[config.mk]
export PLATFORM = sky130hd
export DESIGN_NAME = ispl_ram
export DESIGN_NICKNAME = d
export VERILOG_FILES = /design/src/hw/rtl/interpolating_sample_player_top_macros.svh /design/src/hw/rtl/ispl_ram.sv
export SDC_FILE = /design/constraint.sdc
export NUM_CORES = 2
export LEC_CHECK = 0
export BUFFER_PORTS_ARGS = -buffer_cell sky130_fd_sc_hd__buf_4
export CAP_MARGIN = 20
export CORE_MARGIN = 2
export CORE_UTILIZATION = 55
export DETAILED_ROUTE_END_ITERATION = 16
export PLACE_DENSITY = 0.71
export SYNTH_ARGS = -nofsm -noshare
export SYNTH_HDL_FRONTEND = slang
export SYNTH_SLANG_ARGS = --single-unit
[constraint.sdc]
create_clock -name i_clk -period 8.9 [get_ports i_clk]
set_clock_uncertainty 0.2 [all_clocks]
set_input_delay 1.78 -clock i_clk [delete_from_list [all_inputs] [get_ports i_clk]]
set_output_delay 1.78 -clock i_clk [all_outputs]
set_load 0.01 [all_outputs]
[src/hw/rtl/interpolating_sample_player_top_macros.svh]
// Assertion macros used by the sample player top level.
`ifndef INTERPOLATING_SAMPLE_PLAYER_TOP_MACROS_SVH
`define INTERPOLATING_SAMPLE_PLAYER_TOP_MACROS_SVH

// Consequent must hold in the same cycle as the antecedent.
`define ISPL_ASSERT_SAME(label, ante, cons, msg) \
    label: assert property (@(posedge i_clk) disable iff (!i_rst_n) (ante) |-> (cons)) \
        else $error(msg);

// Consequent must hold in the cycle after the antecedent.
`define ISPL_ASSERT_NEXT(label, ante, cons, msg) \
    label: assert property (@(posedge i_clk) disable iff (!i_rst_n) (ante) |=> (cons)) \
        else $error(msg);

`endif

[src/hw/rtl/ispl_ram.sv]
// Generic single-port synchronous RAM with registered read data.
module ispl_ram #(
    parameter int WIDTH = 16,
    parameter int DEPTH = 256
) (
    input  logic                     i_clk,
    input  logic                     i_we,
    input  logic [$clog2(DEPTH)-1:0] i_addr,
    input  logic [WIDTH-1:0]         i_wdata,
    output logic [WIDTH-1:0]         o_rdata
);

    logic [WIDTH-1:0] r_mem [DEPTH];
    logic [WIDTH-1:0] r_rdata;

    always_ff @(posedge i_clk) begin
        if (i_we) begin
            r_mem[i_addr] <= i_wdata;
        end
        r_rdata <= r_mem[i_addr];
    end

    assign o_rdata = r_rdata;

endmodule

==> results.py <==
metrics = {
    "logic_synthesis": {
        "netlist_instances": 6727,
        "ys_seq_area_frac": 0.794,
        "avgSynthCellArea_um2": 23.1,
        "ys.warnings.count": 0,
        "synth.area.top_cells": "edfxtp_1, mux4_2, a22oi_1",
        "yosysTopAreaCell": "edfxtp_1",
        "synth_top_cell_area_share": 0.791,
        "synth.distinct_cells": 22,
        "synth_nets": 6753,
        "synth_seq_cells": 4112,
        "syn_area_mm2": 0.155,
    },
    "global_route": {
        "gr-usage-met2": 0.431,
        "globalRoute.busiestLayer": "met2",
        "met3_usage": 0.0521,
        "grt_pass1_vias": 74900,
        "grt_pass1_wl_um": 562000,
        "track_usage": 0.276,
        "antenna_found_initial": 19,
        "grtUsageMet1": 0.389,
        "grt_max_degree": 185,
        "grt.overflow.total": 0,
    },
    "setup_path": {
        "start_kind": "input pin",
        "arrival_ns": 6.30,
        "slowest_stage": "o41ai_1",
        "cp_common_cell": "buf_4",
        "end_kind": "register",
        "path_buf_inv": 4,
        "path_class": "input pin to register",
        "path_delay_family": "buffers and inverters",
        "path_cells": "buf_8 > buf_4 > buf_4 > mux4_2 > a22oi_1 > a21oi_1 > o41ai_1 > buf_4 > nand4_1",
        "worstPathRequired_ns": 9.46,
        "crit_path_max_incr_delay_ns": 1.05,
        "cp_max_fo": 57,
    },
    "placement": {
        "placed_area_mm2": 0.162,
        "gp_congestion": 0.834,
        "port_buffers": 41,
        "dp_hpwl_um": 220000,
        "dp_slack_ns": 2.18,
    },
    "clocking": {
        "ctsResizeCount": 0,
        "worstSkewPairLatency_ns": 0.97,
        "hold_buffers": 0,
        "root_buffer": "clkbuf_16",
        "cts_tree": "built",
        "cts_buffer_depth": 4,
        "post-cts-setup-buffer-count": 0,
        "cts.htree.levels": 5,
        "cts_made_buffers": 400,
        "cts.sinks": 4112,
        "path_clk_slew_ns": 0.06,
    },
    "timing": {
        "final-hold-violation-count": 0,
        "worstMarginPinSlew_ns": 1.32,
        "fin_crit_ns": 5.74,
        "drv_slew": 0,
        "hold-worst-slack_ns": 0.758,
        "finalSetupViolCount": 0,
        "finalSetupTns_ns": 0,
        "min_period_over_period": 0.645,
        "rsz0062_at_grt": "no",
        "max_freq_mhz": 174,
        "setup_ws_ns": 3.16,
        "relSlewSlack": 0.118,
    },
    "power_and_ir_drop": {
        "p_seq_frac": 0.537,
        "swShare": 0.214,
        "p_int_mw": 31.4,
        "irDropWorstVdd_v": 0.000179,
        "power_frac_clock": 0.419,
        "leakage_nw": 53.9,
        "p_switching_mw": 8.54,
        "p_per_area_mw_per_mm2": 227,
        "power_frac_comb": 0.045,
        "total_power_mw": 39.9,
    },
    "floorplan": {
        "fp.dieH_um": 536,
        "dieArea_mm2": 0.287,
        "die_width_um": 536,
        "io_pins": 42,
        "start_util": 0.552,
        "coreArea_mm2": 0.282,
        "rows": 195,
    },
    "detailed_routing": {
        "drtPass1Iterations": 6,
        "via_count": 75900,
        "avgViaCountPerCell": 6.77,
        "drt-total-wl_um": 396000,
        "detail_route.wl_per_cell_um": 35.3,
        "ant_nets": 0,
        "drt-initial-drc-count": 11400,
        "route.detailed.drc": 0,
    },
    "layout": {
        "fin_area_mm2": 0.175,
        "drive_gt1_frac": 0.283,
        "final_nets": 7154,
        "syn_to_final_growth_pct": 12.9,
    },
    "run_status": {
        "status": "finished clean",
    },
    "min_path": {
        "holdCritPathClass": "register to register",
    },
    "job": {
        "drv_cap": 0,
    },
}
==> tightest hold or removal path: cells and delay by family (launching register included) <==
kind | cells | cell delay (ns)
AOI/OAI and AO/OA | 3 | 0.33
muxes | 1 | 0.22
DFF | 1 | 0.31
and+or+nand+nor | 1 | 0.10
==> area by class of cell <==
cell class,count,area (um2)
sequential,4112,123000
fill,18400,106000
multi-input combinational,2194,30800
clock buffer,493,10400
tap,3743,4680
timing repair buffer,419,3700
clock inverter,234,2530
antenna,8,20.0
inverter,1,3.75
==> layer usage <==
metal  part of all wire  wire [um]  up-vias
met2               0.48     191000     4854
li1                   -          -    29800
met4              0.043      17100       14
met1               0.37     145000    40500
met5            0.00026        103        -
met3               0.11      41600      685
==> per-stage QoR <==
stage | std cells | utilization
6_report | 11200 | 0.623
5_1_grt | 11200 | 0.623
4_1_cts | 11200 | 0.623
3_5_place_dp | 10500 | 0.577
3_3_place_gp | 10400 | 0.576
2_1_floorplan | 6727 | -
==> placed cells by master (no fill, tap or decap), types with 5 or more instances in the layout <==
cell type	Yosys	layout
clkbuf_1	249	88
buf_6	25	6
nand3_2	0	6
buf_8	0	19
edfxtp_1	4096	4096
inv_16	0	5
clkinvlp_4	0	15
nor2_1	232	207
nand3_1	13	7
clkinv_8	0	6
clkinv_16	0	14
o41ai_1	64	20
dfxtp_1	16	16
nand4_1	16	16
mux4_2	1024	1024
nor3_2	0	27
clkinv_1	0	85
nor2_2	0	24
diode_2	0	8
a22oi_1	512	512
buf_12	0	27
clkbuf_16	0	401
clkinv_2	0	59
a21oi_1	256	256
o41ai_2	0	44
clkinv_4	0	6
inv_6	0	7
nand2_1	28	27
buf_4	16	361
bufinv_16	0	35
==> sequential cells by signal (all words and copies together) (netlist names) <==
| signal | flops |
|---|---|
| o_rdata | 16 |
| r_mem | 4096 |
==> cells by family (layout without fill, tap and decap cells) <==
| logic type | after synthesis | in the layout | synth area share |
|---|---|---|---|
| AOI/OAI and AO/OA | 832 | 832 | 0.0366 |
| other | 0 | 8 | 0 |
| buffers and inverters | 421 | 1147 | 0.0124 |
| and+or+nand+nor | 338 | 338 | 0.00907 |
| DFF | 4112 | 4112 | 0.794 |
| muxes | 1024 | 1024 | 0.148 |
==> power by group through the flow <==
| stage | combinational (mW) | clock, mW | sequential, mW |
|---|---|---|---|
| after CTS | 1.78 | 16.9 | 21.4 |
| after detailed placement | 1.77 | 0 | 21.8 |
| after global routing | 1.86 | 17.6 | 21.4 |
| after global placement | 1.73 | 0 | 21.8 |
| final | 1.78 | 16.7 | 21.4 |
| after floorplan | 0.918 | 0 | 21.8 |
==> final timing paths <==
path                                     start     endpoint  slack (ns)  cells after the start
worst max-delay path                 i_addr[1]  o_rdata[13]        3.16                      9
worst min-delay path               r_mem[0][5]   o_rdata[5]        0.76                      5
worst max register to register  r_mem[255][13]  o_rdata[13]        5.59                      6
worst min register to register     r_mem[0][5]   o_rdata[5]        0.76                      5
==> cells in the mapped netlist, drive strengths merged <==
cell	instances
a21oi	256
a22oi	512
and2	3
buf	171
clkbuf	249
dfxtp	16
edfxtp	4096
inv	1
mux4	1024
nand2	28
nand2b	6
nand3	13
nand4	16
nor2	232
nor2b	7
nor3	30
o41ai	64
or2	2
or3	1
No activity file was read; power rests on OpenSTA's default activity.
