[config.mk]
export PLATFORM = sky130hd
export DESIGN_NAME = ispl_lerp
export DESIGN_NICKNAME = d
export VERILOG_FILES = /design/src/hw/rtl/interpolating_sample_player_top_macros.svh /design/src/hw/rtl/ispl_pkg.sv /design/src/hw/rtl/ispl_lerp.sv
export SDC_FILE = /design/constraint.sdc
export NUM_CORES = 1
export LEC_CHECK = 0
export ABC_CLOCK_PERIOD_IN_PS = 10800
export BUFFER_PORTS_ARGS = -buffer_cell sky130_fd_sc_hd__buf_2
export CORE_ASPECT_RATIO = 1.4
export CORE_UTILIZATION = 55
export CTS_CLUSTER_DIAMETER = 30
export DETAILED_ROUTE_END_ITERATION = 6
export PLACE_DENSITY_LB_ADDON = 0.15
export SETUP_SLACK_MARGIN = 0.02
export SKIP_CTS_REPAIR_TIMING = 1
export SYNTH_ARGS = -nofsm -noshare
export SYNTH_HDL_FRONTEND = slang
export SYNTH_SLANG_ARGS = --single-unit
[constraint.sdc]
create_clock -name i_clk -period 10.8 [get_ports i_clk]
set_clock_uncertainty 0.2 [all_clocks]
set_input_delay 1.08 -clock i_clk [delete_from_list [all_inputs] [get_ports i_clk]]
set_output_delay 1.08 -clock i_clk [all_outputs]
set_load 0.03 [all_outputs]
[src/hw/rtl/interpolating_sample_player_top_macros.svh]
// Assertion macros used by the sample player top level.
`ifndef INTERPOLATING_SAMPLE_PLAYER_TOP_MACROS_SVH
`define INTERPOLATING_SAMPLE_PLAYER_TOP_MACROS_SVH

// Consequent must hold in the same cycle as the antecedent.
`define ISPL_ASSERT_SAME(label, ante, cons, msg) \
    label: assert property (@(posedge i_clk) disable iff (!i_rst_n) (ante) |-> (cons)) \
        else $error(msg);

// Consequent must hold in the cycle after the antecedent.
`define ISPL_ASSERT_NEXT(label, ante, cons, msg) \
    label: assert property (@(posedge i_clk) disable iff (!i_rst_n) (ante) |=> (cons)) \
        else $error(msg);

`endif

[src/hw/rtl/ispl_pkg.sv]
// Types and constants of the interpolating sample player.
package ispl_pkg;

    localparam int MEM_DEPTH_DEF    = 65536;
    localparam int MAX_CHANNELS_DEF = 8;
    localparam int FRAC_BITS_DEF    = 16;

    localparam int SAMPLE_W = 16;
    localparam int POS_W    = 17;
    localparam int STEP_W   = 24;
    localparam int CC_W     = 4;
    localparam int CFG_W    = 24;
    localparam int CFG_IDX_W = 2;

    localparam logic [POS_W-1:0]  POS_MAX   = 17'h1FFFF;
    localparam logic [STEP_W-1:0] STEP_RST  = 24'h010000;

    localparam logic [1:0] OP_WRITE = 2'd0;
    localparam logic [1:0] OP_SEEK  = 2'd1;
    localparam logic [1:0] OP_TICK  = 2'd2;

    localparam logic [CFG_IDX_W-1:0] REG_STEP          = 2'd0;
    localparam logic [CFG_IDX_W-1:0] REG_FRAME_TOTAL   = 2'd1;
    localparam logic [CFG_IDX_W-1:0] REG_CHANNEL_COUNT = 2'd2;

    typedef struct packed {
        logic [1:0]                 op;
        logic [15:0]                address;
        logic signed [SAMPLE_W-1:0] sample_in;
        logic [15:0]                seek_frame;
    } t_item;

    typedef struct packed {
        logic [2:0]                 channel;
        logic signed [SAMPLE_W-1:0] sample_out;
        logic                       last;
        logic                       ended;
        logic [POS_W-1:0]           frame_position;
    } t_result;

    // Tag that follows a channel through the interpolation datapath.
    typedef struct packed {
        logic       valid;
        logic [2:0] channel;
        logic       last;
    } t_lerp_tag;

    typedef enum logic [2:0] {
        ST_IDLE,
        ST_REDUCE,
        ST_READ,
        ST_DRAIN,
        ST_ENDED
    } t_state;

endpackage

[src/hw/rtl/ispl_lerp.sv]
// Linear interpolation datapath: difference times fraction, then round.
module ispl_lerp
    import ispl_pkg::*;
#(
    parameter int FRAC_BITS = FRAC_BITS_DEF
) (
    input  logic                        i_clk,
    input  logic                        i_rst_n,
    input  t_lerp_tag                   i_tag,
    input  logic signed [SAMPLE_W-1:0]  i_a,
    input  logic signed [SAMPLE_W-1:0]  i_b,
    input  logic [FRAC_BITS-1:0]        i_frac,
    output t_lerp_tag                   o_tag,
    output logic signed [SAMPLE_W-1:0]  o_sample
);

    localparam int DW = SAMPLE_W + 1;
    localparam int PW = DW + FRAC_BITS + 1;
    localparam int SW = PW + 1;

    logic signed [DW-1:0]       diff;
    logic signed [PW-1:0]       n_mul;
    logic signed [PW-1:0]       r_mul;
    logic signed [SAMPLE_W-1:0] r_a;
    t_lerp_tag                  r_tag;
    logic signed [SW-1:0]       sum;
    logic signed [SW-1:0]       rnd;

    // a*(1-f) + b*f is rewritten as a + (b-a)*f so one multiplier suffices.
    always_comb begin
        diff  = DW'(i_b) - DW'(i_a);
        n_mul = PW'(diff) * PW'($signed({1'b0, i_frac}));
    end

    always_ff @(posedge i_clk) begin
        if (!i_rst_n) begin
            r_tag.valid <= 1'b0;
        end else begin
            r_tag.valid <= i_tag.valid;
        end
    end

    always_ff @(posedge i_clk) begin
        r_tag.channel <= i_tag.channel;
        r_tag.last    <= i_tag.last;
        r_mul         <= n_mul;
        r_a           <= i_a;
    end

    // Adding one half before the arithmetic shift rounds half toward plus infinity.
    always_comb begin
        sum = (SW'(r_a) <<< FRAC_BITS) + SW'(r_mul) + (SW'(1) <<< (FRAC_BITS - 1));
        rnd = sum >>> FRAC_BITS;
    end

    assign o_tag    = r_tag;
    assign o_sample = $signed(rnd[SAMPLE_W-1:0]);

endmodule

==> run_results.csv, run 1 <==
group,metric,value,unit
cts,clk_pin_slew,0.06,ns
yosys,mean_syn_cell_area,9.06,um^2
place,dpl_cell_area,0.0128,mm^2
place,dp.cells,1673,
global_route,routing_layer_with_the_top_usage_in_global_route,"met2",
yosys,synthesis.nets,1766,
global_route,wire_length_of_the_first_global_routing_pass,46500,um
global_route,met1_usage,0.276,
floorplanning,die-area,0.0226,mm^2
floorplanning,fp-row-count,63,
cts,tritoncts_num_sinks,38,
place,dp_worst_setup_slack,1.78,ns
final_layout,layout.filler_cells,1942,
worst_setup_path,worst_ep_arrival_time,8.75,ns
worst_setup_path,cp_slowest_cell,"sky130_fd_sc_hd__o211ai_2",
worst_setup_path,setup.worst_path.start_class,"input port",
yosys,synth.yosys.seq_area_share,0.0629,
global_route,antenna_found_initial,0,
sta,timing_hold_violations_final,0,
sta,final_max_slew_viol_count,0,
yosys,synth.top_cells.by_count,"sky130_fd_sc_hd__inv_1, sky130_fd_sc_hd__fa_1, sky130_fd_sc_hd__nand2_1",
sta,slew-limit-headroom,0.293,
global_route,grtUsageMet3,0.0241,
hold_path,hold_path.startpoint,"i_tag[2]",
routing,detail_route.vias_per_cell,5.23,
final_layout,area_growth,7.04,%
outcome,run_status,"complete, no violations",
routing,via_count,8796,
routing,drt_iter0_drc,324,
cts,numCtsBuffers,5,
sta,final_min_period_over_clock_period,0.814,
sta,finalWorstSetupSlack,2.01,ns
final_layout,instances_no_fill,1681,
hold_path,holdCritPathClass,"input port to register",
worst_setup_path,critical-path-top-cell-by-count,"sky130_fd_sc_hd__fa_1",
worst_setup_path,cp_max_fo,16,
global_route,grt_overflow_total,0,
hold_path,min_path_cells,1,
yosys,synth-main-ff-cell,"sky130_fd_sc_hd__dfxtp_1",
sta,setup_viol,0,
global_route,via_count_of_the_first_global_routing_pass,9642,
yosys,yosysMostFrequentCell,"sky130_fd_sc_hd__inv_1",
routing,finalWirelength,28200,um
place,routabilityCongestion,0.846,
cts,ctsLongestPathBuffers,2,
worst_setup_path,cp_num_buf_inv,5,
yosys,synth_largest_type_area_fraction,0.431,
sta,layout_min_cycle_time,8.79,ns
yosys,async_flop_share,0,
place,place.detailed.hpwl,23000,um
routing,ant_nets,0,
floorplanning,dieWidth,127,um
yosys,synth_edf_count,0,
routing,route.detailed.drc,0,
worst_setup_path,cp_slowest_stage_delay,0.83,ns
job,max-cap-violations,0,
yosys,synth.distinct_cells,56,
worst_setup_path,cp_top_family,"adder cells",
cts,clock_tree.htree_level_count,2,
sta,max_freq,114,MHz
yosys,netlist_instances,1335,
final_layout,drive_above_1_share,0.0864,
yosys,post_synthesis_cell_area,0.0121,mm^2
sta,tightest_slew,1.06,ns
floorplanning,start_util,0.566,
place,port_buffers,75,
final_layout,finalNetCount,1819,
worst_setup_path,cp-end-kind,"register",
routing,detail_route.first_pass.iterations,4,
cts,clock_tree_from_tritoncts,"yes",
yosys,ys_ff_latch,38,
routing,avgRoutedWirePerCell,16.8,um
global_route,grt_use_met2,0.552,
worst_setup_path,crit_type,"input port to register",
sta,grt_setup_unrepaired,"no",
cts,cts_root_buffer,"sky130_fd_sc_hd__clkbuf_16",
worst_setup_path,crit_required,10.76,ns
yosys,synthTopCellsByArea,"sky130_fd_sc_hd__fa_1, sky130_fd_sc_hd__ha_1, sky130_fd_sc_hd__inv_1",
global_route,grtUsageTotal,0.273,
floorplanning,dieHeight,177,um
floorplanning,num_io_pins,76,
yosys,synth_top_area_cell,"sky130_fd_sc_hd__fa_1",
hold_path,worstHoldEndpoint,"o_tag[2]",
floorplanning,core_area,0.0214,mm^2
global_route,grt_max_degree,19,
final_layout,antenna_cells,0,
yosys,synth-warning-count,0,
final_layout,layout.cell_area.non_filler,0.0129,mm^2
sta,tns,0,ns
==> cell usage in the layout (no fill, tap or decap), types with 2 or more instances in the layout <==
cell / instances
sky130_fd_sc_hd__nand3b_1: 2
sky130_fd_sc_hd__inv_1: 345
sky130_fd_sc_hd__o21ai_0: 19
sky130_fd_sc_hd__and2_1: 114
sky130_fd_sc_hd__nor3_1: 8
sky130_fd_sc_hd__o21bai_1: 2
sky130_fd_sc_hd__o21a_1: 5
sky130_fd_sc_hd__nand4_1: 5
sky130_fd_sc_hd__or2_2: 3
sky130_fd_sc_hd__nand2b_1: 16
sky130_fd_sc_hd__a31oi_1: 2
sky130_fd_sc_hd__or3_1: 5
sky130_fd_sc_hd__a21boi_0: 2
sky130_fd_sc_hd__xor2_2: 4
sky130_fd_sc_hd__o21ai_1: 3
sky130_fd_sc_hd__buf_2: 75
sky130_fd_sc_hd__o21ai_2: 2
sky130_fd_sc_hd__and3b_1: 2
sky130_fd_sc_hd__a211oi_1: 5
sky130_fd_sc_hd__nor2b_1: 22
sky130_fd_sc_hd__and3_1: 5
sky130_fd_sc_hd__buf_4: 8
sky130_fd_sc_hd__xnor2_1: 43
sky130_fd_sc_hd__nor2_1: 27
sky130_fd_sc_hd__xor2_1: 14
sky130_fd_sc_hd__nor2b_4: 2
sky130_fd_sc_hd__ha_1: 116
sky130_fd_sc_hd__a31o_2: 2
sky130_fd_sc_hd__clkbuf_16: 5
sky130_fd_sc_hd__a21oi_1: 28
sky130_fd_sc_hd__nand2_1: 150
sky130_fd_sc_hd__a21o_1: 9
sky130_fd_sc_hd__nand4b_1: 2
sky130_fd_sc_hd__nand3_1: 7
sky130_fd_sc_hd__dfxtp_1: 38
sky130_fd_sc_hd__fa_1: 260
sky130_fd_sc_hd__xnor2_2: 9
sky130_fd_sc_hd__nor3b_1: 3
==> cells by family (layout without fill, tap and decap cells) <==
kind of cell,count (synthesis),after routing,synth area share
adder cells (fa/ha/maj),376,376,0.551
flip-flops,38,38,0.0629
buffers and inverters,382,436,0.121
XOR/XNOR,70,70,0.0532
AO/OA/AOI/OAI,93,93,0.0530
AND/OR/NAND/NOR,376,376,0.160
==> metal layers <==
metal  up-vias  share of wire
met1      4512           0.35
met3        93          0.024
li1       4023              -
met4         0          0.054
met5         -              0
met2       168           0.58
==> worst max path at each step <==
| stage | start | to | slack [ns] | cells after the start |
|---|---|---|---|---|
| final | i_a[1] | r_mul[31] | 2.01 | 29 |
| after global routing | i_a[1] | r_mul[31] | 1.68 | 30 |
| after CTS | i_a[0] | r_mul[31] | 2.08 | 31 |
| after detailed placement | i_a[0] | r_mul[31] | 1.78 | 31 |
| after global placement | i_a[1] | r_mul[31] | 1.86 | 29 |
| after floorplan | i_b[0] | r_mul[31] | 2.70 | 32 |
==> stage by stage <==
stage                     utilization  hold WS (ns)
final                           0.606         0.693
after global routing            0.606         0.678
after CTS                       0.606         0.687
after detailed placement        0.599         0.984
after global placement          0.599         0.982
after floorplan                     -         0.908
==> registers in the layout (all words and copies together), names as in the netlist <==
name and flops:
r_mul 17, r_a 16, o_tag 5
==> layout make-up <==
class | count | area, um^2 | share of cell area
multi-input combinational | 915 | 9940 | 0.768
inverter | 345 | 1290 | 0.100
sequential | 38 | 761 | 0.0588
timing repair buffer | 83 | 435 | 0.0336
tap | 292 | 365 | 0.0282
clock buffer | 7 | 143 | 0.0110
clock inverter | 1 | 5.00 | 0.000387
Power of run 1 is not shown: default switching activity piles up to over one toggle a cycle in this logic, so the estimate is an artifact.
==> run 2: changes to the inputs <==
ABC_CLOCK_PERIOD_IN_PS = 8400   (was 10800)
clock period = 8.4 ns   (was 10.8 ns; I/O delays follow)
==> run 2 against run 1 <==
Count of clock-buffer cells in the layout did not move. Die area unchanged. Non-clock buffer count up 28. Sequential share of layout area down 0.080 points. Design area is 1.4% higher. Routed wire length down 0.55%. Via count is 0.13% higher. Utilization is 0.84 points higher. Worst hold slack lost 0.24 ns. Global-route usage shrank 0.28 points. Critical path depth rose by 2.
==> run_results.csv, run 2 (synthesis results as in run 1) <==
group,metric,value,unit
worst_setup_path,worst_ep_arrival_time,7.96,ns
global_route,grtUsageTotal,0.270,
hold_path,hold_path.startpoint,"i_tag[1]",
cts,cts_root_buffer,"sky130_fd_sc_hd__clkbuf_16",
sta,timing_hold_violations_final,0,
cts,clock_tree.htree_level_count,2,
floorplanning,fp-row-count,63,
floorplanning,start_util,0.566,
final_layout,registers.top_by_ff_count,"r_mul",
floorplanning,num_io_pins,76,
floorplanning,die-area,0.0226,mm^2
cts,ctsLongestPathBuffers,2,
global_route,grt_overflow_total,0,
outcome,run_status,"complete, no violations",
place,routabilityCongestion,0.861,
sta,holdWs,0.454,ns
final_layout,antenna_cells,0,
final_layout,final_cell_mix,"sky130_fd_sc_hd__inv_1, sky130_fd_sc_hd__fa_1, sky130_fd_sc_hd__nand2_1",
place,dp.cells,1701,
sta,max_freq,125,MHz
job,max-cap-violations,0,
sta,tns,0,ns
sta,final_max_slew_viol_count,0,
place,port_buffers,75,
place,place.detailed.hpwl,23600,um
floorplanning,core_area,0.0214,mm^2
worst_setup_path,crit_type,"input port to register",
sta,slew-limit-headroom,0.574,
worst_setup_path,crit_required,8.37,ns
cts,numCtsBuffers,5,
worst_setup_path,cp-end-kind,"register",
routing,detail_route.first_pass.iterations,5,
hold_path,holdCritPathClass,"input port to register",
routing,ant_nets,0,
cts,clock_tree_from_tritoncts,"yes",
sta,setup_viol,0,
global_route,wire_length_of_the_first_global_routing_pass,46500,um
cts,clk_pin_slew,0.06,ns
hold_path,worstHoldEndpoint,"o_tag[1]",
global_route,antenna_found_initial,0,
final_layout,largest_register_ff_count,17,
floorplanning,dieWidth,127,um
worst_setup_path,setup.worst_path.start_class,"input port",
final_layout,instances_no_fill,1709,
sta,tightest_slew,0.639,ns
routing,finalWirelength,28000,um
sta,grt_setup_unrepaired,"no",
final_layout,finalNetCount,1847,
sta,layout_min_cycle_time,7.99,ns
worst_setup_path,cp_max_fo,8,
routing,drt_iter0_drc,338,
final_layout,area_growth,8.52,%
worst_setup_path,cp_slowest_stage_delay,0.53,ns
worst_setup_path,cp_slowest_cell,"sky130_fd_sc_hd__fa_1",
routing,avgRoutedWirePerCell,16.4,um
hold_path,min_path_cells,1,
final_layout,mostFrequentLayoutCell,"sky130_fd_sc_hd__inv_1",
final_layout,drive_above_1_share,0.100,
floorplanning,dieHeight,177,um
routing,detail_route.vias_per_cell,5.15,
routing,route.detailed.drc,0,
place,dp_worst_setup_slack,0.0843,ns
worst_setup_path,critical-path-top-cell-by-count,"sky130_fd_sc_hd__fa_1",
global_route,grt_max_degree,19,
routing,via_count,8807,
sta,final_min_period_over_clock_period,0.951,
global_route,via_count_of_the_first_global_routing_pass,9704,
cts,tritoncts_num_sinks,38,
sta,finalWorstSetupSlack,0.408,ns
## run 2: how the worst max path moves through the flow
stage                 from  cells past startpoint   endpoint  slack [ns]
detailed placement  i_a[0]                     32  r_mul[31]        0.08
floorplan           i_b[0]                     32  r_mul[31]        0.54
finish              i_a[1]                     31  r_mul[31]        0.41
CTS                 i_a[0]                     31  r_mul[31]        0.38
global route        i_b[0]                     33  r_mul[31]        0.03
global placement    i_b[0]                     30  r_mul[31]        0.16
## run 2: worst max-delay path: cells and delay by family
| family | cells | cell delay [ns] |
|---|---|---|
| and+or+nand+nor | 4 | 0.62 |
| AOI/OAI and AO/OA | 11 | 2.22 |
| buffers and inverters | 6 | 0.36 |
| xor gates and xnor gates | 2 | 0.31 |
| adders and majority gates | 8 | 3.59 |
## run 2: routing by layer
metal | up-vias | GRT usage | wire length (um)
met2 | 188 | 0.539 | 15900
met3 | 85 | 0.0241 | 788
met4 | 0 | 0.128 | 1420
met1 | 4445 | 0.279 | 9930
li1 | 4089 | - | -
met5 | - | 0 | 0
## run 2: cell type report
class | instances | area, um^2
Multi-Input combinational cell | 915 | 9890
Fill cell | 1904 | 8240
Inverter | 345 | 1290
Sequential cell | 38 | 761
Timing Repair Buffer | 111 | 658
Tap cell | 292 | 365
Clock buffer | 7 | 143
Clock inverter | 1 | 5.00
## run 2: through the flow
step / area (um^2) / utilization
global route: 13100 / 0.614
detailed placement: 12900 / 0.606
global placement: 12900 / 0.606
finish: 13100 / 0.614
floorplan: 12100 / -
CTS: 13100 / 0.613
Power of run 2 is left out for the same reason.
