--- src/hw/rtl/interpolating_sample_player_top_macros.svh ---
// Assertion macros used by the sample player top level.
`ifndef INTERPOLATING_SAMPLE_PLAYER_TOP_MACROS_SVH
`define INTERPOLATING_SAMPLE_PLAYER_TOP_MACROS_SVH

// Consequent must hold in the same cycle as the antecedent.
`define ISPL_ASSERT_SAME(label, ante, cons, msg) \
    label: assert property (@(posedge i_clk) disable iff (!i_rst_n) (ante) |-> (cons)) \
        else $error(msg);

// Consequent must hold in the cycle after the antecedent.
`define ISPL_ASSERT_NEXT(label, ante, cons, msg) \
    label: assert property (@(posedge i_clk) disable iff (!i_rst_n) (ante) |=> (cons)) \
        else $error(msg);

`endif

--- src/hw/rtl/ispl_pkg.sv ---
// Types and constants of the interpolating sample player.
package ispl_pkg;

    localparam int MEM_DEPTH_DEF    = 65536;
    localparam int MAX_CHANNELS_DEF = 8;
    localparam int FRAC_BITS_DEF    = 16;

    localparam int SAMPLE_W = 16;
    localparam int POS_W    = 17;
    localparam int STEP_W   = 24;
    localparam int CC_W     = 4;
    localparam int CFG_W    = 24;
    localparam int CFG_IDX_W = 2;

    localparam logic [POS_W-1:0]  POS_MAX   = 17'h1FFFF;
    localparam logic [STEP_W-1:0] STEP_RST  = 24'h010000;

    localparam logic [1:0] OP_WRITE = 2'd0;
    localparam logic [1:0] OP_SEEK  = 2'd1;
    localparam logic [1:0] OP_TICK  = 2'd2;

    localparam logic [CFG_IDX_W-1:0] REG_STEP          = 2'd0;
    localparam logic [CFG_IDX_W-1:0] REG_FRAME_TOTAL   = 2'd1;
    localparam logic [CFG_IDX_W-1:0] REG_CHANNEL_COUNT = 2'd2;

    typedef struct packed {
        logic [1:0]                 op;
        logic [15:0]                address;
        logic signed [SAMPLE_W-1:0] sample_in;
        logic [15:0]                seek_frame;
    } t_item;

    typedef struct packed {
        logic [2:0]                 channel;
        logic signed [SAMPLE_W-1:0] sample_out;
        logic                       last;
        logic                       ended;
        logic [POS_W-1:0]           frame_position;
    } t_result;

    // Tag that follows a channel through the interpolation datapath.
    typedef struct packed {
        logic       valid;
        logic [2:0] channel;
        logic       last;
    } t_lerp_tag;

    typedef enum logic [2:0] {
        ST_IDLE,
        ST_REDUCE,
        ST_READ,
        ST_DRAIN,
        ST_ENDED
    } t_state;

endpackage

--- src/hw/rtl/ispl_mod_reduce.sv ---
// Reduction of an index modulo the memory depth by reciprocal multiplication.
module ispl_mod_reduce
    import ispl_pkg::*;
#(
    parameter int PROD_W    = 22,
    parameter int MEM_DEPTH = MEM_DEPTH_DEF
) (
    input  logic                         i_clk,
    input  logic                         i_rst_n,
    input  logic                         i_start,
    input  logic [PROD_W-1:0]            i_value,
    output logic                         o_done,
    output logic [$clog2(MEM_DEPTH)-1:0] o_rem
);

    localparam int     AW    = $clog2(MEM_DEPTH);
    localparam int     SH    = PROD_W + AW;
    localparam int     M_W   = PROD_W + 2;
    localparam int     Q_W   = (PROD_W >= AW) ? (PROD_W - AW + 1) : 1;
    localparam int     MP_W  = PROD_W + M_W;
    localparam int     WW    = PROD_W + AW + 2;
    // The reciprocal is rounded up, which makes the quotient exact for every value
    // below 2**PROD_W.
    localparam longint RECIP = ((longint'(1) << SH) + longint'(MEM_DEPTH) - 1)
                               / longint'(MEM_DEPTH);

    logic [PROD_W-1:0] r_val;
    logic [Q_W-1:0]    r_q;
    logic [AW-1:0]     r_rem;
    logic              r_v1;
    logic              r_v2;
    logic              r_done;
    logic [MP_W-1:0]   prod;
    logic [WW-1:0]     back;

    always_comb begin
        prod = MP_W'(r_val) * MP_W'(M_W'(RECIP));
        back = WW'(r_val) - WW'(r_q) * WW'(MEM_DEPTH);
    end

    always_ff @(posedge i_clk) begin
        if (!i_rst_n) begin
            r_v1   <= 1'b0;
            r_v2   <= 1'b0;
            r_done <= 1'b0;
        end else begin
            r_v1   <= i_start;
            r_v2   <= r_v1;
            r_done <= r_v2;
        end
    end

    // Value, then quotient, then remainder, each held in its own register stage.
    always_ff @(posedge i_clk) begin
        if (i_start) begin
            r_val <= i_value;
        end
        if (r_v1) begin
            r_q <= Q_W'(prod >> SH);
        end
        if (r_v2) begin
            r_rem <= AW'(back);
        end
    end

    assign o_done = r_done;
    assign o_rem  = r_rem;

endmodule

--- config.mk ---
export PLATFORM = sky130hd
export DESIGN_NAME = ispl_mod_reduce
export DESIGN_NICKNAME = d
export VERILOG_FILES = /design/src/hw/rtl/interpolating_sample_player_top_macros.svh /design/src/hw/rtl/ispl_pkg.sv /design/src/hw/rtl/ispl_mod_reduce.sv
export SDC_FILE = /design/constraint.sdc
export NUM_CORES = 1
export LEC_CHECK = 0
export ABC_AREA = 1
export BUFFER_PORTS_ARGS = -buffer_cell sky130_fd_sc_hd__buf_4
export CELL_PAD_IN_SITES_DETAIL_PLACEMENT = 0
export CELL_PAD_IN_SITES_GLOBAL_PLACEMENT = 1
export CORE_ASPECT_RATIO = 1.75
export CORE_MARGIN = 3
export CORE_UTILIZATION = 40
export CTS_CLUSTER_SIZE = 12
export DETAILED_ROUTE_END_ITERATION = 16
export PLACE_DENSITY_LB_ADDON = 0.1
export SYNTH_ARGS = -nofsm -noshare
export SYNTH_HDL_FRONTEND = slang
export SYNTH_SLANG_ARGS = --single-unit
--- constraint.sdc ---
create_clock -name i_clk -period 1.5 [get_ports i_clk]
set_input_delay 0.075 -clock i_clk [delete_from_list [all_inputs] [get_ports i_clk]]
set_output_delay 0.075 -clock i_clk [all_outputs]
set_load 0.02 [all_outputs]
==> impl_metrics.env, run 1 <==
export IMPL_drt_total_wl_um=1771
export IMPL_r2r_start="r_v2$_SDFF_PN0_"
export IMPL_cp_top_family="flip-flops"
export IMPL_dp_cells=102
export IMPL_floorplan_initialDensity_pct=43.69
export IMPL_cts_buffer_depth=2
export IMPL_worstPathArrival_ns=0.93
export IMPL_seq_area_frac_synth_pct=97.84
export IMPL_grt_ovfl_total=0
export IMPL_syn2layout_area_growth_pct=58.27
export IMPL_synthXorXnorAreaFrac_pct=0
export IMPL_fin_setup_tns_ns=0
export IMPL_endpoint_kind="flip-flop"
export IMPL_maxSlewViolCount=0
export IMPL_synth_top_family_by_area="buffers and inverters"
export IMPL_final_cells=127
export IMPL_utilization_pct=69.15
export IMPL_hold_end="r_v1$_SDFF_PN0_"
export IMPL_hold_depth=3
export IMPL_fp_dieArea_um2=3282
export IMPL_clock_sinks=35
export IMPL_cpPeakStageDelay_ns=0.39
export IMPL_maxSlewHeadroom_pct=86.14
export IMPL_hpwlAfterDp_um=1090
export IMPL_use_met1_pct=11.93
export IMPL_finalSetupViolCount=0
export IMPL_busiest_layer="met2"
export IMPL_synthTopCellsByArea="edfxtp_1, dfxtp_1, inv_1, nand2_1"
export IMPL_yosys_area_share_simple_pct=1.079
export IMPL_cts_setup_buffers=0
export IMPL_root_buffer="clkbuf_8"
export IMPL_ys_seq_elements=35
export IMPL_gr_usage_met3_pct=4.657
export IMPL_cts_reportedPaths_clkPinSlew_ns=0.07
export IMPL_boundaryPins=42
export IMPL_seqPwrFrac_pct=50.4
export IMPL_diodes=0
export IMPL_min_delay_path_class="in -> reg"
export IMPL_critPathMaxFanout=14
export IMPL_min_period_over_period_pct=63.52
export IMPL_crit_chain="buf_4"
export IMPL_synth_adder_area_share_pct=0
export IMPL_yosys_area_top_type_share_pct=92.09
export IMPL_grt_pass1_vias=599
export IMPL_synth_warnings=0
export IMPL_antenna_found_initial=0
export IMPL_drt_first_iter_violations=9
export IMPL_drtAntennaViolNets=0
export IMPL_rows=23
export IMPL_status="finished clean"
export IMPL_coreArea_um2=2389
export IMPL_internal_power_uw=1865
export IMPL_p_leak_uw=0.0006684
export IMPL_r2r_cells=1
export IMPL_p_per_area_nw_per_um2=1370
export IMPL_switching_share_pct=17.58
export IMPL_cts_made_buffers=5
export IMPL_final_hold_viol_count=0
export IMPL_wl_per_cell_um=13.94
export IMPL_dieHeight_um=73.57
export IMPL_hp_start="i_start"
export IMPL_combPwrFrac_pct=5.6
export IMPL_synth_compound_area_share_pct=0
export IMPL_r2r_end="o_rem[2]$_DFFE_PP_"
export IMPL_detailroute_via_count=573
export IMPL_max_freq_mhz=1050
export IMPL_drc=0
export IMPL_gp_congestion=0.6289
export IMPL_io_buffers=35
export IMPL_crit_required_ns=1.48
export IMPL_layout_drive_gt1_share_pct=43.14
export IMPL_cp_slowest_cell="dfxtp_1"
export IMPL_cts_resized=0
export IMPL_rsz0062_at_grt="false"
export IMPL_fin_nets=126
export IMPL_grt_max_degree=18
export IMPL_maxCapViolations=0
export IMPL_cts_tree="built"
export IMPL_grtUsageMet2_pct=21.76
export IMPL_syn_area_um2=1044
export IMPL_path_class="reg -> reg"
export IMPL_avgSynthCellArea_um2=25.45
export IMPL_cp_num_buf_inv=1
export IMPL_ir_drop_uv=1070
export IMPL_syn_inst=41
export IMPL_mostFrequentLayoutCell="buf_4"
export IMPL_die_x_um=44.61
export IMPL_synthMuxAreaShare_pct=0
export IMPL_reg2reg_slack_ns=0.55
export IMPL_grt_pass1_wl_um=2739
export IMPL_mostFrequentLayoutCells="buf_4, edfxtp_1, dlygate4sd3_1"
export IMPL_clock_latency_ns=0.28
export IMPL_htree_levels=2
export IMPL_clock_power_share_pct=44.0
export IMPL_worst_pin_slew_ns=0.2079
export IMPL_finalClockSkew_ns=0.004300
export IMPL_first_pass_iters=2
export IMPL_track_usage_pct=12.32
export IMPL_ys_types=4
export IMPL_power_switching_uw=397.7
export IMPL_syn_nets=66
export IMPL_vias_per_cell=4.512
export IMPL_startpoint_type="flip-flop"
export IMPL_layout_min_cycle_time_ns=0.9528
export IMPL_yosys_area_top_type="edfxtp_1"
-- synth_stat cells --
| cell | n |
|---|---|
| nand2_1 | 3 |
| inv_1 | 3 |
| dfxtp_1 | 3 |
| edfxtp_1 | 32 |
-- cell families (layout without fill, tap and decap cells) --
group	after synthesis	count (layout)
and+or+nand+nor	3	3
DFF	35	35
buffers and inverters	3	64
-- power by group through the flow --
| stage | clock network, uW | registers, uW | logic [uW] |
|---|---|---|---|
| 2_1_floorplan | 0 | 1180 | 2.10 |
| 3_3_place_gp | 0 | 1160 | 91.4 |
| 3_5_place_dp | 0 | 1160 | 91.9 |
| 4_1_cts | 1010 | 1140 | 128 |
| 5_1_grt | 1060 | 1140 | 137 |
| 6_report | 995 | 1140 | 127 |
-- what timing repair did --
item,in CTS,in global routing
hold endpoints to repair,19,0
hold buffers,17,0
endpoints found under the setup margin,0,0
-- area by class of cell --
type,instances,area (um2)
inverter,3,11.26
clock inverter,3,67.56
timing repair buffer,53,440.4
fill,180,737.0
tap,25,31.28
clock buffer,5,68.82
sequential,35,1021
multi-input combinational,3,11.26
-- stage by stage --
| stage | total power (uW) | area, um2 | setup WS, ns | hold slack [ns] |
|---|---|---|---|---|
| after floorplan | 1181 | 1044 | 0.4943 | 0.1685 |
| after global placement | 1249 | 1345 | 0.5786 | 0.2532 |
| after detailed placement | 1254 | 1345 | 0.5574 | 0.2543 |
| after CTS | 2283 | 1652 | 0.5470 | 0.1229 |
| after global routing | 2343 | 1652 | 0.5166 | 0.1677 |
| final | 2262 | 1652 | 0.5472 | 0.1261 |
-- sequential cells by signal, indices dropped and copies added (netlist names) --
register	cells
o_rem	16
o_done	1
r_v2	1
r_val	16
r_v1	1
-- metal layers --
metal / share of wire [%] / vias to the layer above
met3: 7.8 / 5
met2: 59 / 26
met5: 0 / -
met1: 31 / 270
met4: 1.9 / 0
li1: - / 272
-- how the worst max path moves through the flow --
stage | from | to | slack (ns) | cells past startpoint
6_report | r_v2$_SDFF_PN0_ | o_rem[2]$_DFFE_PP_ | 0.55 | 1
5_1_grt | r_v2$_SDFF_PN0_ | o_rem[13]$_DFFE_PP_ | 0.52 | 1
4_1_cts | r_v2$_SDFF_PN0_ | o_rem[6]$_DFFE_PP_ | 0.55 | 1
3_5_place_dp | r_v2$_SDFF_PN0_ | o_rem[8]$_DFFE_PP_ | 0.56 | 1
3_3_place_gp | r_v2$_SDFF_PN0_ | o_rem[0]$_DFFE_PP_ | 0.58 | 1
2_1_floorplan | r_v2$_SDFF_PN0_ | o_rem[0]$_DFFE_PP_ | 0.49 | 0
No activity file was read; power rests on OpenSTA's default activity.
==> run 2: changes to the inputs <==
--- a/config.mk
+++ b/config.mk
@@ -11,7 +11,7 @@
 export CELL_PAD_IN_SITES_GLOBAL_PLACEMENT = 1
 export CORE_ASPECT_RATIO = 1.75
 export CORE_MARGIN = 3
-export CORE_UTILIZATION = 40
+export CORE_UTILIZATION = 38
 export CTS_CLUSTER_SIZE = 12
 export DETAILED_ROUTE_END_ITERATION = 16
 export PLACE_DENSITY_LB_ADDON = 0.1
==> constraint.sdc (replaced) <==
create_clock -name i_clk -period 0.9 [get_ports i_clk]
set_input_delay 0.045 -clock i_clk [delete_from_list [all_inputs] [get_ports i_clk]]
set_output_delay 0.045 -clock i_clk [all_outputs]
set_load 0.02 [all_outputs]
==> run 2 against run 1 <==
  * Combinational power increased by 70%
  * Die area increased by 4.7%
  * Critical path depth unchanged
  * Largest power group unchanged
  * Sequential share of layout area increased by 1.6 points
  * Clock power increased by 0.4%
  * Sequential cell count unchanged
  * Power increased by 38%
  * Wire length decreased by 12%
==> impl_metrics.env, run 2 (synthesized netlist as in run 1, its figures left out) <==
export IMPL_root_buffer="clkbuf_8"
export IMPL_power_switching_uw=592.1
export IMPL_setup_ws_ns=0.03823
export IMPL_p_per_area_nw_per_um2=1933
export IMPL_drt_total_wl_um=1556
export IMPL_hp_start="i_start"
export IMPL_maxSlewViolCount=0
export IMPL_diodes=0
export IMPL_finalClockSkew_ns=0.005567
export IMPL_finalSetupViolCount=0
export IMPL_grt_max_degree=18
export IMPL_drtAntennaViolNets=0
export IMPL_cp_slowest_cell="edfxtp_1"
export IMPL_seqPwrFrac_pct=61.0
export IMPL_cpPeakStageDelay_ns=0.37
export IMPL_wl_per_cell_um=12.25
export IMPL_startpoint="o_rem[9]$_DFFE_PP_"
export IMPL_grt_pass1_wl_um=2484
export IMPL_boundaryPins=42
export IMPL_busiest_layer="met2"
export IMPL_maxSlewHeadroom_pct=86.01
export IMPL_p_leak_uw=0.0006502
export IMPL_utilization_pct=63.14
export IMPL_track_usage_pct=10.78
export IMPL_coreArea_um2=2552
export IMPL_endpoint_kind="output port"
export IMPL_fp_dieArea_um2=3435
export IMPL_syn2layout_area_growth_pct=54.44
export IMPL_seq_area_um2=1022
export IMPL_hpwlAfterDp_um=987.2
export IMPL_gp_congestion=0.6394
export IMPL_r2r_start="r_v2$_SDFF_PN0_"
export IMPL_antenna_found_initial=0
export IMPL_clock_latency_ns=0.28
export IMPL_die_x_um=45.61
export IMPL_cp_num_buf_inv=1
export IMPL_status="finished clean"
export IMPL_crit_required_ns=0.85
export IMPL_detailroute_via_count=561
export IMPL_pre_cts_ws_ns=0.07636
export IMPL_mostFrequentLayoutCell="buf_4"
export IMPL_whs_ns=0.1131
export IMPL_combPwrFrac_pct=6.9
export IMPL_clock_sinks=35
export IMPL_internal_power_uw=2523
export IMPL_clock_power_share_pct=32.1
export IMPL_critPathMaxFanout=1
export IMPL_crit_chain="buf_4"
export IMPL_layout_drive_gt1_share_pct=42.57
export IMPL_vias_per_cell=4.417
export IMPL_ir_drop_uv=1388
export IMPL_rsz0062_at_grt="true"
export IMPL_dieHeight_um=75.32
export IMPL_grt_pass1_vias=616
export IMPL_cts_reportedPaths_clkPinSlew_ns=0.06
export IMPL_floorplan_initialDensity_pct=40.88
export IMPL_first_pass_iters=4
export IMPL_max_freq_mhz=1160
export IMPL_worstPathArrival_ns=0.82
export IMPL_layout_min_cycle_time_ns=0.8618
export IMPL_startpoint_type="flip-flop"
export IMPL_min_delay_path_class="in -> reg"
export IMPL_gr_usage_met3_pct=6.147
export IMPL_grtUsageMet2_pct=18.20
export IMPL_fin_nets=126
export IMPL_cp_top_family="flip-flops"
export IMPL_switching_share_pct=19.01
export IMPL_htree_levels=2
export IMPL_place_area_um2=1360
export IMPL_rows=24
export IMPL_reg2reg_slack_ns=0.08
export IMPL_multi_input_area_um2=11.26
export IMPL_cts_made_buffers=5
export IMPL_final_hold_viol_count=0
export IMPL_worst_pin_slew_ns=0.2099
export IMPL_fillers=165
export IMPL_use_met1_pct=9.724
export IMPL_io_buffers=35
export IMPL_path_class="reg -> out"
export IMPL_cts_buffer_depth=2
export IMPL_drt_first_iter_violations=16
export IMPL_cts_setup_buffers=0
export IMPL_maxCapViolations=0
export IMPL_mostFrequentLayoutCells="buf_4, edfxtp_1, dlygate4sd3_1"
export IMPL_drc=0
export IMPL_grt_ovfl_total=0
export IMPL_min_period_over_period_pct=95.75
export IMPL_cts_tree="built"
export IMPL_stdcell_area_um2=1612
run 2: changes by cell type in the layout (fill, tap and decap cells not counted), sizes merged:
| cell | before | now |
|---|---|---|
| bufinv | 2 | 0 |
| clkinv | 0 | 2 |
| clkinvlp | 1 | 0 |
run 2: path summary, 6_finish.rpt:
kind	to	cells past startpoint
setup / recovery	o_rem[9]	1
hold / removal	r_v1$_SDFF_PN0_	3
setup reg to reg	o_rem[13]$_DFFE_PP_	1
hold reg to reg	o_rem[12]$_DFFE_PP_	0
run 2: power groups by stage:
stage	clock network, uW	registers, uW	logic [uW]
finish	999	1900	216
global route	1120	1910	231
CTS	1040	1900	217
detailed placement	0	1940	158
global placement	0	1930	157
floorplan	0	1970	3.50
run 2: per-stage QoR:
stage / setup TNS, ns / power [uW] / cells
finish: 0 / 3115 / 127
global route: -0.003087 / 3263 / 127
CTS: 0 / 3157 / 127
detailed placement: 0 / 2094 / 103
global placement: 0 / 2089 / 103
floorplan: 0 / 1969 / 41
run 2: final cells by class:
cell class / instances / area share [%]
Tap cell: 26 / 2.019
Multi-Input combinational cell: 3 / 0.6988
Sequential cell: 35 / 63.43
Inverter: 3 / 0.6988
Timing Repair Buffer: 53 / 28.34
Clock buffer: 5 / 4.270
Clock inverter: 2 / 0.5435
run 2: repair_timing:
action / 4_1_cts / 5_1_grt
setup endpoints to repair: 0 / 1
hold buffers: 17 / 0
endpoints found under the hold margin: 19 / 0
resized for setup: 0 / 1
run 2: metal layers:
layer | share of wire, % | wire length, um
met1 | 33 | 514
met2 | 53 | 832
met3 | 11 | 171
met4 | 2.4 | 38
met5 | 0 | 0
